## src/hdl/rgc_pkg.sv

```systemverilog
// rgc_pkg: shared types, gradient tables and arithmetic helpers for the
// RGB565 gradient colorizer. No dependencies; all files but rgc_div_cell import it.
package rgc_pkg;

  // Default longest line; sets the width of the column and width ports.
  localparam int MaxLineDefault = 1024;

  // Fraction widths: t and u are Q1.16, the quotient part is 16 bits.
  localparam int FracW = 16;
  localparam int TW    = FracW + 1;

  localparam logic [TW-1:0] QOne = 17'd65536;
  localparam logic [TW-1:0] Q017 = 17'd11141;
  localparam logic [TW-1:0] Q033 = 17'd21627;
  localparam logic [TW-1:0] Q050 = 17'd32768;
  localparam logic [TW-1:0] Q067 = 17'd43909;
  localparam logic [TW-1:0] Q083 = 17'd54395;

  localparam logic [15:0] White = 16'hFFFF;

  typedef enum logic [2:0] {
    MODE_WHITE   = 3'd0,
    MODE_RAINBOW = 3'd1,
    MODE_FIRE    = 3'd2,
    MODE_OCEAN   = 3'd3,
    MODE_SUNSET  = 3'd4,
    MODE_MATRIX  = 3'd5
  } gradient_mode_e;

  // One gradient segment as seen by the second divider.
  typedef struct packed {
    logic          white;
    logic [TW-1:0] start;
    logic [TW-1:0] len;
    logic [15:0]   c1;
    logic [15:0]   c2;
  } seg_t;

  // Side data carried along the second divider to the blend stage.
  typedef struct packed {
    logic        full;
    logic        white;
    logic [15:0] c1;
    logic [15:0] c2;
  } blend_pay_t;

  function automatic seg_t mk_seg(logic [TW-1:0] s, logic [TW-1:0] e,
                                  logic [15:0] a, logic [15:0] b);
    seg_t r;
    r.white = 1'b0;
    r.start = s;
    r.len   = e - s;
    r.c1    = a;
    r.c2    = b;
    return r;
  endfunction

  // Pick the segment of the selected gradient that holds t.
  function automatic seg_t seg_lookup(logic [2:0] mode, logic [TW-1:0] t);
    seg_t r;
    r = mk_seg('0, QOne, White, White);
    r.white = 1'b1;
    unique case (mode)
      MODE_RAINBOW: begin
        priority if (t >= Q083) r = mk_seg(Q083, QOne, 16'h780F, 16'hF81F);
        else if (t >= Q067)     r = mk_seg(Q067, Q083, 16'h001F, 16'h780F);
        else if (t >= Q050)     r = mk_seg(Q050, Q067, 16'h07E0, 16'h001F);
        else if (t >= Q033)     r = mk_seg(Q033, Q050, 16'hFFE0, 16'h07E0);
        else if (t >= Q017)     r = mk_seg(Q017, Q033, 16'hFC00, 16'hFFE0);
        else                    r = mk_seg('0,   Q017, 16'hF800, 16'hFC00);
      end
      MODE_FIRE: begin
        if (t >= Q050) r = mk_seg(Q050, QOne, 16'hF800, 16'hFFE0);
        else           r = mk_seg('0,   Q050, 16'h7800, 16'hF800);
      end
      MODE_OCEAN: begin
        if (t >= Q050) r = mk_seg(Q050, QOne, 16'h07FF, 16'hAD55);
        else           r = mk_seg('0,   Q050, 16'h0010, 16'h07FF);
      end
      MODE_SUNSET: begin
        if (t >= Q050) r = mk_seg(Q050, QOne, 16'hF81F, 16'hFC00);
        else           r = mk_seg('0,   Q050, 16'h780F, 16'hF81F);
      end
      MODE_MATRIX: r = mk_seg('0, QOne, 16'h0200, 16'h07E0);
      default: ;
    endcase
    return r;
  endfunction

  // floor(a + (b - a) * u / 65536) for one channel, a and b up to 6 bits.
  // The true sum stays in [0, 2^22), so modular arithmetic is exact.
  function automatic logic [5:0] blend_ch(logic [5:0] a, logic [5:0] b,
                                          logic [TW-1:0] u);
    logic [6:0]  diff;
    logic [23:0] prod;
    logic [23:0] acc;
    diff = {1'b0, b} - {1'b0, a};
    prod = {{17{diff[6]}}, diff} * {7'd0, u};
    acc  = {2'b00, a, 16'h0000} + prod;
    return acc[21:16];
  endfunction

endpackage

```

## src/hdl/rgc_div_cell.sv

```systemverilog
// rgc_div_cell: one restoring-division step with its own pipeline register.
// Generic in divisor, quotient and side-data widths; no package needed.
module rgc_div_cell #(
  parameter int DIV_W  = 11,
  parameter int QUOT_W = 16,
  parameter int PAY_W  = 1
) (
  input  logic              clk_i,
  input  logic              rst_ni,
  input  logic              valid_i,
  output logic              ready_o,
  input  logic [DIV_W-1:0]  rem_i,
  input  logic [DIV_W-1:0]  div_i,
  input  logic [QUOT_W-1:0] quot_i,
  input  logic [PAY_W-1:0]  pay_i,
  output logic              valid_o,
  input  logic              ready_i,
  output logic [DIV_W-1:0]  rem_o,
  output logic [DIV_W-1:0]  div_o,
  output logic [QUOT_W-1:0] quot_o,
  output logic [PAY_W-1:0]  pay_o
);

  logic [DIV_W:0]    shifted;
  logic [DIV_W:0]    trial;
  logic              take;
  logic [DIV_W-1:0]  rem_d, rem_q;
  logic [DIV_W-1:0]  div_q;
  logic [QUOT_W-1:0] quot_d, quot_q;
  logic [PAY_W-1:0]  pay_q;
  logic              valid_q;

  // Shift in one zero, subtract the divisor where it fits.
  always_comb begin
    shifted = {rem_i, 1'b0};
    trial   = shifted - {1'b0, div_i};
    take    = (shifted >= {1'b0, div_i});
    rem_d   = take ? trial[DIV_W-1:0] : shifted[DIV_W-1:0];
    quot_d  = {quot_i[QUOT_W-2:0], take};
  end

  assign ready_o = !valid_q || ready_i;

  always_ff @(posedge clk_i or negedge rst_ni) begin
    if (!rst_ni) begin
      valid_q <= 1'b0;
    end else if (ready_o) begin
      valid_q <= valid_i;
    end
  end

  always_ff @(posedge clk_i) begin
    if (ready_o && valid_i) begin
      rem_q  <= rem_d;
      div_q  <= div_i;
      quot_q <= quot_d;
      pay_q  <= pay_i;
    end
  end

  assign valid_o = valid_q;
  assign rem_o   = rem_q;
  assign div_o   = div_q;
  assign quot_o  = quot_q;
  assign pay_o   = pay_q;

endmodule

```

## src/hdl/rgc_seg_stage.sv

```systemverilog
// rgc_seg_stage: forms t from the first divider, picks the gradient segment
// and registers the start of the second division. Uses rgc_pkg.
module rgc_seg_stage import rgc_pkg::*; (
  input  logic             clk_i,
  input  logic             rst_ni,
  input  logic [2:0]       mode_i,
  input  logic             valid_i,
  output logic             ready_o,
  input  logic             sat_i,
  input  logic [FracW-1:0] quot_i,
  output logic             valid_o,
  input  logic             ready_i,
  output logic [TW-1:0]    rem_o,
  output logic [TW-1:0]    div_o,
  output blend_pay_t       pay_o
);

  logic [TW-1:0] t;
  seg_t          seg;
  logic [TW-1:0] offs;
  logic          full;
  logic [TW-1:0] rem_d, rem_q;
  logic [TW-1:0] div_q;
  blend_pay_t    pay_d, pay_q;
  logic          valid_q;

  always_comb begin
    t     = sat_i ? QOne : {1'b0, quot_i};
    seg   = seg_lookup(mode_i, t);
    offs  = t - seg.start;
    // Only the end of the last segment reaches a full fraction.
    full  = (offs == seg.len);
    rem_d = (full || seg.white) ? '0 : offs;
    pay_d.full  = full;
    pay_d.white = seg.white;
    pay_d.c1    = seg.c1;
    pay_d.c2    = seg.c2;
  end

  assign ready_o = !valid_q || ready_i;

  always_ff @(posedge clk_i or negedge rst_ni) begin
    if (!rst_ni) begin
      valid_q <= 1'b0;
    end else if (ready_o) begin
      valid_q <= valid_i;
    end
  end

  always_ff @(posedge clk_i) begin
    if (ready_o && valid_i) begin
      rem_q <= rem_d;
      div_q <= seg.len;
      pay_q <= pay_d;
    end
  end

  assign valid_o = valid_q;
  assign rem_o   = rem_q;
  assign div_o   = div_q;
  assign pay_o   = pay_q;

endmodule

```

## src/hdl/rgc_blend_stage.sv

```systemverilog
// rgc_blend_stage: interpolates the three RGB565 channels and holds the
// finished color in the output register. Uses rgc_pkg.
module rgc_blend_stage import rgc_pkg::*; (
  input  logic             clk_i,
  input  logic             rst_ni,
  input  logic             valid_i,
  output logic             ready_o,
  input  logic [FracW-1:0] quot_i,
  input  blend_pay_t       pay_i,
  output logic             valid_o,
  input  logic             ready_i,
  output logic [15:0]      color_o
);

  logic [TW-1:0] u;
  logic [5:0]    red, green, blue;
  logic [15:0]   color_d, color_q;
  logic          valid_q;

  always_comb begin
    u     = pay_i.full ? QOne : {1'b0, quot_i};
    red   = blend_ch({1'b0, pay_i.c1[15:11]}, {1'b0, pay_i.c2[15:11]}, u);
    green = blend_ch(pay_i.c1[10:5], pay_i.c2[10:5], u);
    blue  = blend_ch({1'b0, pay_i.c1[4:0]}, {1'b0, pay_i.c2[4:0]}, u);
    color_d = pay_i.white ? White : {red[4:0], green, blue[4:0]};
  end

  assign ready_o = !valid_q || ready_i;

  always_ff @(posedge clk_i or negedge rst_ni) begin
    if (!rst_ni) begin
      valid_q <= 1'b0;
    end else if (ready_o) begin
      valid_q <= valid_i;
    end
  end

  always_ff @(posedge clk_i) begin
    if (ready_o && valid_i) begin
      color_q <= color_d;
    end
  end

  assign valid_o = valid_q;
  assign color_o = color_q;

endmodule

```

## src/hdl/rgb565_gradient_color.sv

```systemverilog
// rgb565_gradient_color: top level of the RGB565 line gradient colorizer.
// Pipeline: 16 divider cells for t, one segment stage, 16 divider cells for u,
// one blend/output stage, each holding its result in its own register.
// Throughput: one transaction per cycle while results are taken; every cell retires one quotient bit.
// Reset: clears all stage valid bits and sets the gradient mode to white.
// Depends on rgc_pkg, rgc_div_cell, rgc_seg_stage and rgc_blend_stage.
module rgb565_gradient_color import rgc_pkg::*; #(
  parameter int MAX_LINE = MaxLineDefault,
  parameter int COL_W    = $clog2(MAX_LINE),
  parameter int LINE_W   = $clog2(MAX_LINE + 1)
) (
  input  logic              clk_i,
  input  logic              rst_ni,
  // configuration write channel
  input  logic              cfg_valid_i,
  output logic              cfg_ready_o,
  input  logic [2:0]        gradient_mode_i,
  // input channel
  input  logic              in_valid_i,
  output logic              in_ready_o,
  input  logic [COL_W-1:0]  column_i,
  input  logic [LINE_W-1:0] line_width_i,
  // result channel
  output logic              out_valid_o,
  input  logic              out_ready_i,
  output logic [15:0]       color_o
);

  localparam int                NCell   = FracW;
  localparam int                PayW    = $bits(blend_pay_t);
  localparam logic [LINE_W-1:0] MaxLine = LINE_W'(MAX_LINE);

  // Mode register; writes are taken at any time, the user keeps them idle.
  logic [2:0] gradient_mode_q;

  assign cfg_ready_o = 1'b1;

  always_ff @(posedge clk_i or negedge rst_ni) begin
    if (!rst_ni) begin
      gradient_mode_q <= MODE_WHITE;
    end else if (cfg_valid_i) begin
      gradient_mode_q <= gradient_mode_i;
    end
  end

  // Head of the first divider: clamp the width and flag the saturated case
  // (zero width or column at/past the end), which forces t to 1.0.
  logic [LINE_W-1:0] width;
  logic [LINE_W-1:0] col_ext;
  logic              sat;

  always_comb begin
    width   = (line_width_i > MaxLine) ? MaxLine : line_width_i;
    col_ext = LINE_W'(column_i);
    sat     = (width == '0) || (col_ext >= width);
  end

  // First chain: t = floor(column * 2^16 / width), one quotient bit per cell.
  // The ready path runs back from the output so bubbles collapse.
  logic              a_valid [NCell+1];
  logic              a_ready [NCell+1];
  logic [LINE_W-1:0] a_rem   [NCell+1];
  logic [LINE_W-1:0] a_div   [NCell+1];
  logic [FracW-1:0]  a_quot  [NCell+1];
  logic              a_sat   [NCell+1];

  assign a_valid[0] = in_valid_i;
  assign a_rem[0]   = sat ? '0 : col_ext;
  assign a_div[0]   = width;
  assign a_quot[0]  = '0;
  assign a_sat[0]   = sat;
  assign in_ready_o = a_ready[0];

  for (genvar k = 0; k < NCell; k++) begin : g_t_cell
    rgc_div_cell #(
      .DIV_W  (LINE_W),
      .QUOT_W (FracW),
      .PAY_W  (1)
    ) u_cell (
      .clk_i   (clk_i),
      .rst_ni  (rst_ni),
      .valid_i (a_valid[k]),
      .ready_o (a_ready[k]),
      .rem_i   (a_rem[k]),
      .div_i   (a_div[k]),
      .quot_i  (a_quot[k]),
      .pay_i   (a_sat[k]),
      .valid_o (a_valid[k+1]),
      .ready_i (a_ready[k+1]),
      .rem_o   (a_rem[k+1]),
      .div_o   (a_div[k+1]),
      .quot_o  (a_quot[k+1]),
      .pay_o   (a_sat[k+1])
    );
  end

  // Segment select and start of the local fraction division.
  logic              b_valid [NCell+1];
  logic              b_ready [NCell+1];
  logic [TW-1:0]     b_rem   [NCell+1];
  logic [TW-1:0]     b_div   [NCell+1];
  logic [FracW-1:0]  b_quot  [NCell+1];
  logic [PayW-1:0]   b_pay   [NCell+1];
  blend_pay_t        seg_pay;

  rgc_seg_stage u_seg (
    .clk_i   (clk_i),
    .rst_ni  (rst_ni),
    .mode_i  (gradient_mode_q),
    .valid_i (a_valid[NCell]),
    .ready_o (a_ready[NCell]),
    .sat_i   (a_sat[NCell]),
    .quot_i  (a_quot[NCell]),
    .valid_o (b_valid[0]),
    .ready_i (b_ready[0]),
    .rem_o   (b_rem[0]),
    .div_o   (b_div[0]),
    .pay_o   (seg_pay)
  );

  assign b_pay[0]  = seg_pay;
  assign b_quot[0] = '0;

  // Second chain: u = floor((t - start) * 2^16 / segment length).
  for (genvar k = 0; k < NCell; k++) begin : g_u_cell
    rgc_div_cell #(
      .DIV_W  (TW),
      .QUOT_W (FracW),
      .PAY_W  (PayW)
    ) u_cell (
      .clk_i   (clk_i),
      .rst_ni  (rst_ni),
      .valid_i (b_valid[k]),
      .ready_o (b_ready[k]),
      .rem_i   (b_rem[k]),
      .div_i   (b_div[k]),
      .quot_i  (b_quot[k]),
      .pay_i   (b_pay[k]),
      .valid_o (b_valid[k+1]),
      .ready_i (b_ready[k+1]),
      .rem_o   (b_rem[k+1]),
      .div_o   (b_div[k+1]),
      .quot_o  (b_quot[k+1]),
      .pay_o   (b_pay[k+1])
    );
  end

  // Channel blend and output register.
  blend_pay_t last_pay;

  assign last_pay = blend_pay_t'(b_pay[NCell]);

  rgc_blend_stage u_blend (
    .clk_i   (clk_i),
    .rst_ni  (rst_ni),
    .valid_i (b_valid[NCell]),
    .ready_o (b_ready[NCell]),
    .quot_i  (b_quot[NCell]),
    .pay_i   (last_pay),
    .valid_o (out_valid_o),
    .ready_i (out_ready_i),
    .color_o (color_o)
  );

  // Remainders stay below the divisor through the first chain.
  a_t_rem_bound: assert property (@(posedge clk_i) disable iff (!rst_ni)
    a_valid[NCell] && !a_sat[NCell] |-> a_rem[NCell] < a_div[NCell])
    else $error("t divider remainder not below width");

  // Same for the local fraction division, unless the fraction is full or white.
  a_u_rem_bound: assert property (@(posedge clk_i) disable iff (!rst_ni)
    b_valid[NCell] && !last_pay.full && !last_pay.white
      |-> b_rem[NCell] < b_div[NCell])
    else $error("u divider remainder not below segment length");

  // Input backpressure only ever comes from a stalled result.
  a_stall_source: assert property (@(posedge clk_i) disable iff (!rst_ni)
    !in_ready_o |-> out_valid_o && !out_ready_i)
    else $error("input stalled without a stalled result");

endmodule
```

## config.mk

```make
export PLATFORM = sky130hd
export DESIGN_NAME = rgb565_gradient_color
export DESIGN_NICKNAME = d
export VERILOG_FILES = /design/src/hdl/rgc_pkg.sv /design/src/hdl/rgc_div_cell.sv /design/src/hdl/rgc_seg_stage.sv /design/src/hdl/rgc_blend_stage.sv /design/src/hdl/rgb565_gradient_color.sv
export SDC_FILE = /design/constraint.sdc
export NUM_CORES = 2
export LEC_CHECK = 0
export ABC_AREA = 0
export BUFFER_PORTS_ARGS = -buffer_cell sky130_fd_sc_hd__buf_2
export CELL_PAD_IN_SITES_DETAIL_PLACEMENT = 1
export CELL_PAD_IN_SITES_GLOBAL_PLACEMENT = 1
export CORE_UTILIZATION = 35
export DETAILED_ROUTE_END_ITERATION = 6
export PLACE_DENSITY_LB_ADDON = 0.05
export SYNTH_ARGS = -nofsm -noshare
export SYNTH_HDL_FRONTEND = slang
export SYNTH_SLANG_ARGS = --single-unit
```

## constraint.sdc

```tcl
create_clock -name clk_i -period 12.8 [get_ports clk_i]
set_input_delay 2.56 -clock clk_i [delete_from_list [all_inputs] [get_ports clk_i]]
set_output_delay 2.56 -clock clk_i [all_outputs]
set_load 0.05 [all_outputs]
```

==> results.tsv <==
stage	metric	value	unit
layout	finalInstanceArea	0.08238	sq mm
layout	syn_to_final_growth	12.52	%
synth	synthCells	6129	
clock_tree	clockRootBuffer	clkbuf_16	
clock_tree	cts_setup_buffers	0	
floorplan	core_area	0.2075	sq mm
run_status	outcome	finished clean	
floorplan	die_y	459.4	um
synth	avgSynthCellArea	11.94	sq um
synth	ys_seq_elements	1329	
placed_design	pre_cts_ws	4411	ps
clock_tree	clockBufferDepth	3	
synth	synth_seq_area_share	54.26	%
clock_tree	cts-hold-fix-buffers	0	
grt	grt.total_usage	15.51	%
setup_path	start_kind	primary input	
floorplan	die_area	0.2110	sq mm
synth	syn_area	0.07321	sq mm
drt	via_count	44750	
synth	yosysTopAreaCellShare	53.00	%
setup_path	critical_path.max_stage_delay	600	ps
hold_path	holdPathStages	0	
drt	wl	160200	um
setup_path	crit_required	10240	ps
timing	fin_tns_setup	0	ps
timing	slew_violations	0	
timing	worstMarginPinSlew	1242	ps
grt	overflow	0	
placed_design	portBuffers	46	
timing	max_freq	119.1	MHz
timing	period_minus_slack	8396	ps
timing	grt_setup_unrepaired	no	
synth	yosysMostFrequentCell	edfxtp_1	
drt	drtPass1Iterations	5	
synth	yosys-top-cells-count	edfxtp_1 (1292), inv_1 (660), nand2_1 (585), ha_1 (529), nor2_1 (445)	
placed_design	place.gp.congestion	0.7840	
timing	skew	30.71	ps
drt	vias_per_cell	4.859	
power_and_ir_drop	cellPowerDensity	290.6	mW/mm^2
clock_tree	cts.clk_slew.worst_paths	50	ps
synth	synth_flop_cell	edfxtp_1	
drt	drtIter0Drc	1921	
clock_tree	numCtsBuffers	155	
drt	drc	0	
setup_path	path_max_fanout	5	
flow_run	cap_violations	0	
floorplan	core.rowCount	167	
synth	synth_edf_count	1292	
floorplan	initial_utilization	35.28	%
power_and_ir_drop	total_leakage_power	32.69	nW
setup_path	worstRegToRegCells	23	
timing	slew_headroom	17.02	%
grt	first_global_vias	48420	
synth	synthTopCellsByArea	edfxtp_1 (53%), ha_1 (9.0%), fa_1 (6.6%)	
power_and_ir_drop	peakVddDrop	0.2135	mV
setup_path	crit_arrival	5840	ps
synth	synth.distinct_cells	93	
synth	async_flop_share	2.784	%
clock_tree	ctsResizeCount	0	
grt	grt_max_degree	56	
layout	final_net_count	7094	
setup_path	critPathKind	primary input to primary output	
power_and_ir_drop	power	23.94	mW
setup_path	end_kind	primary output	
placed_design	dp_hpwl	121200	um
setup_path	worstPathCellList	buf_2 > nand4b_1 > inv_1 > and3_1 > nand2_1 > nor4_2 > nand2_1 > nor4_2 > nand4_1 > or3_1 > buf_2	
clock_tree	clkSinkCount	1329	
clock_tree	cts_tree	done	
synth	yosys_warnings	0	
layout	drive_above_1_share	8.442	%
hold_path	hold_class	register to register	
drt	antenna_left	0	
clock_tree	htreeDepth	4	
layout	final_core_util	39.70	%
drt	wl_per_cell	17.40	um
synth	synth_top_cell_by_area	edfxtp_1	
timing	layout_setup_ws	4404	ps
setup_path	critPathSlowestCell	nor4_2	
clock_tree	insertion_delay	790	ps
timing	setup_viol	0	
floorplan	io_pins	48	
grt	grt_pass1_wl	261400	um
synth	syn-num-nets	6928	
timing	hold_violations	0	
grt	antenna_found_initial	2	
timing	final.period_utilization	65.60	%
floorplan	die_w	459.4	um
placed_design	dpl-instance-area	0.07727	sq mm
-- final timing paths --
path | startpoint | end | slack (ps)
min in group asynchronous | rst_ni | gradient_mode_q[2] | 1830
worst min register to register | g_u_cell[13].u_cell.quot_o[13] | g_u_cell[14].u_cell.quot_o[14] | 400
worst max-delay path | out_ready_i | in_ready_o | 4400
max in group asynchronous | rst_ni | g_u_cell[14].u_cell.valid_o | 10500
worst max register to register | g_u_cell[15].u_cell.pay_o[24] | u_blend.color_o[10] | 5720
worst min-delay path | g_u_cell[13].u_cell.quot_o[13] | g_u_cell[14].u_cell.quot_o[14] | 400
-- where the power goes --
group | leakage (nW) | internal (mW) | switching (mW)
logic | 17.3 | 5.24 | 7.03
clock network | 2.50 | 2.64 | 1.78
registers | 12.8 | 6.56 | 0.692
total | 32.7 | 14.4 | 9.50
-- routing by layer --
| layer | up-vias | routed length (um) | part of all wire, % | global-route usage, % |
|---|---|---|---|---|
| met5 | - | 0 | 0 | 0 |
| met4 | 0 | 3793 | 2.4 | 4.548 |
| met3 | 225 | 4224 | 2.6 | 2.261 |
| met2 | 382 | 79640 | 50 | 27.46 |
| met1 | 22030 | 72590 | 45 | 19.47 |
| li1 | 22110 | - | - | - |
-- critical path, delay by kind of cell --
| family | cells | cell delay, ps |
|---|---|---|
| AND/OR/NAND/NOR | 8 | 2780 |
| buffers and inverters | 3 | 480 |
-- kinds of logic (layout without fill, tap and decap cells) --
group	Yosys count	count (layout)	share of synthesized area (%)
buf+inv	776	1067	4.039
fa+ha+maj	770	770	15.63
compound gates	1107	1107	9.786
other cells	1	2	0.005122
xor+xnor	275	275	3.290
simple gates	1799	1799	11.92
mux	72	72	1.073
flops	1329	1329	54.26
-- metrics by stage --
step | hold WS (ps) | instances
detailed placement | 405.2 | 8926
CTS | 404.2 | 9208
global route | 413.3 | 9209
floorplan | 400.3 | 6129
finish | 401.6 | 9209
global placement | 400.1 | 8926
-- sequential cells by signal, summed over array words and instances, names as in the netlist, 17 cells and up --
| name | cells |
|---|---|
| g_t_cell.u_cell.div_o | 165 |
| g_u_cell.u_cell.div_o | 75 |
| g_u_cell.u_cell.rem_o | 255 |
| g_t_cell.u_cell.rem_o | 165 |
| g_u_cell.u_cell.pay_o | 288 |
| u_seg.rem_o | 17 |
| g_u_cell.u_cell.quot_o | 136 |
| g_t_cell.u_cell.quot_o | 136 |
| u_seg.pay_o | 18 |
-- cell type report --
type | count | area [sq um]
Clock inverter | 98 | 987.2
Timing Repair Buffer | 121 | 793.3
Antenna cell | 1 | 2.502
Tap cell | 2788 | 3488
Fill cell | 22010 | 125100
Clock buffer | 184 | 4115
Multi-Input combinational cell | 4024 | 30770
Inverter | 664 | 2492
Sequential cell | 1329 | 39720
-- cell usage in the layout, fill, tap and decap left out, drive strengths merged, types with 11 or more instances in the layout --
master / n
edfxtp: 1292
inv: 667
nand2: 586
ha: 529
nor2: 454
a21oi: 300
o21ai: 272
fa: 241
clkbuf: 184
xnor2: 153
xor2: 122
buf: 121
nor2b: 119
a21boi: 117
nand2b: 113
o31ai: 105
nor3: 100
o21a: 88
and2: 80
clkinv: 70
nand3: 63
nor4: 56
a21o: 54
mux2: 52
or2: 51
nand4: 50
dfrtp: 37
and3: 28
o31a: 25
a211oi: 25
a2111oi: 25
mux2i: 20
nand3b: 20
nand4b: 19
o211ai: 18
bufinv: 17
or3: 17
and4b: 11
a211o: 11
Power figures use the tool's default switching activity.
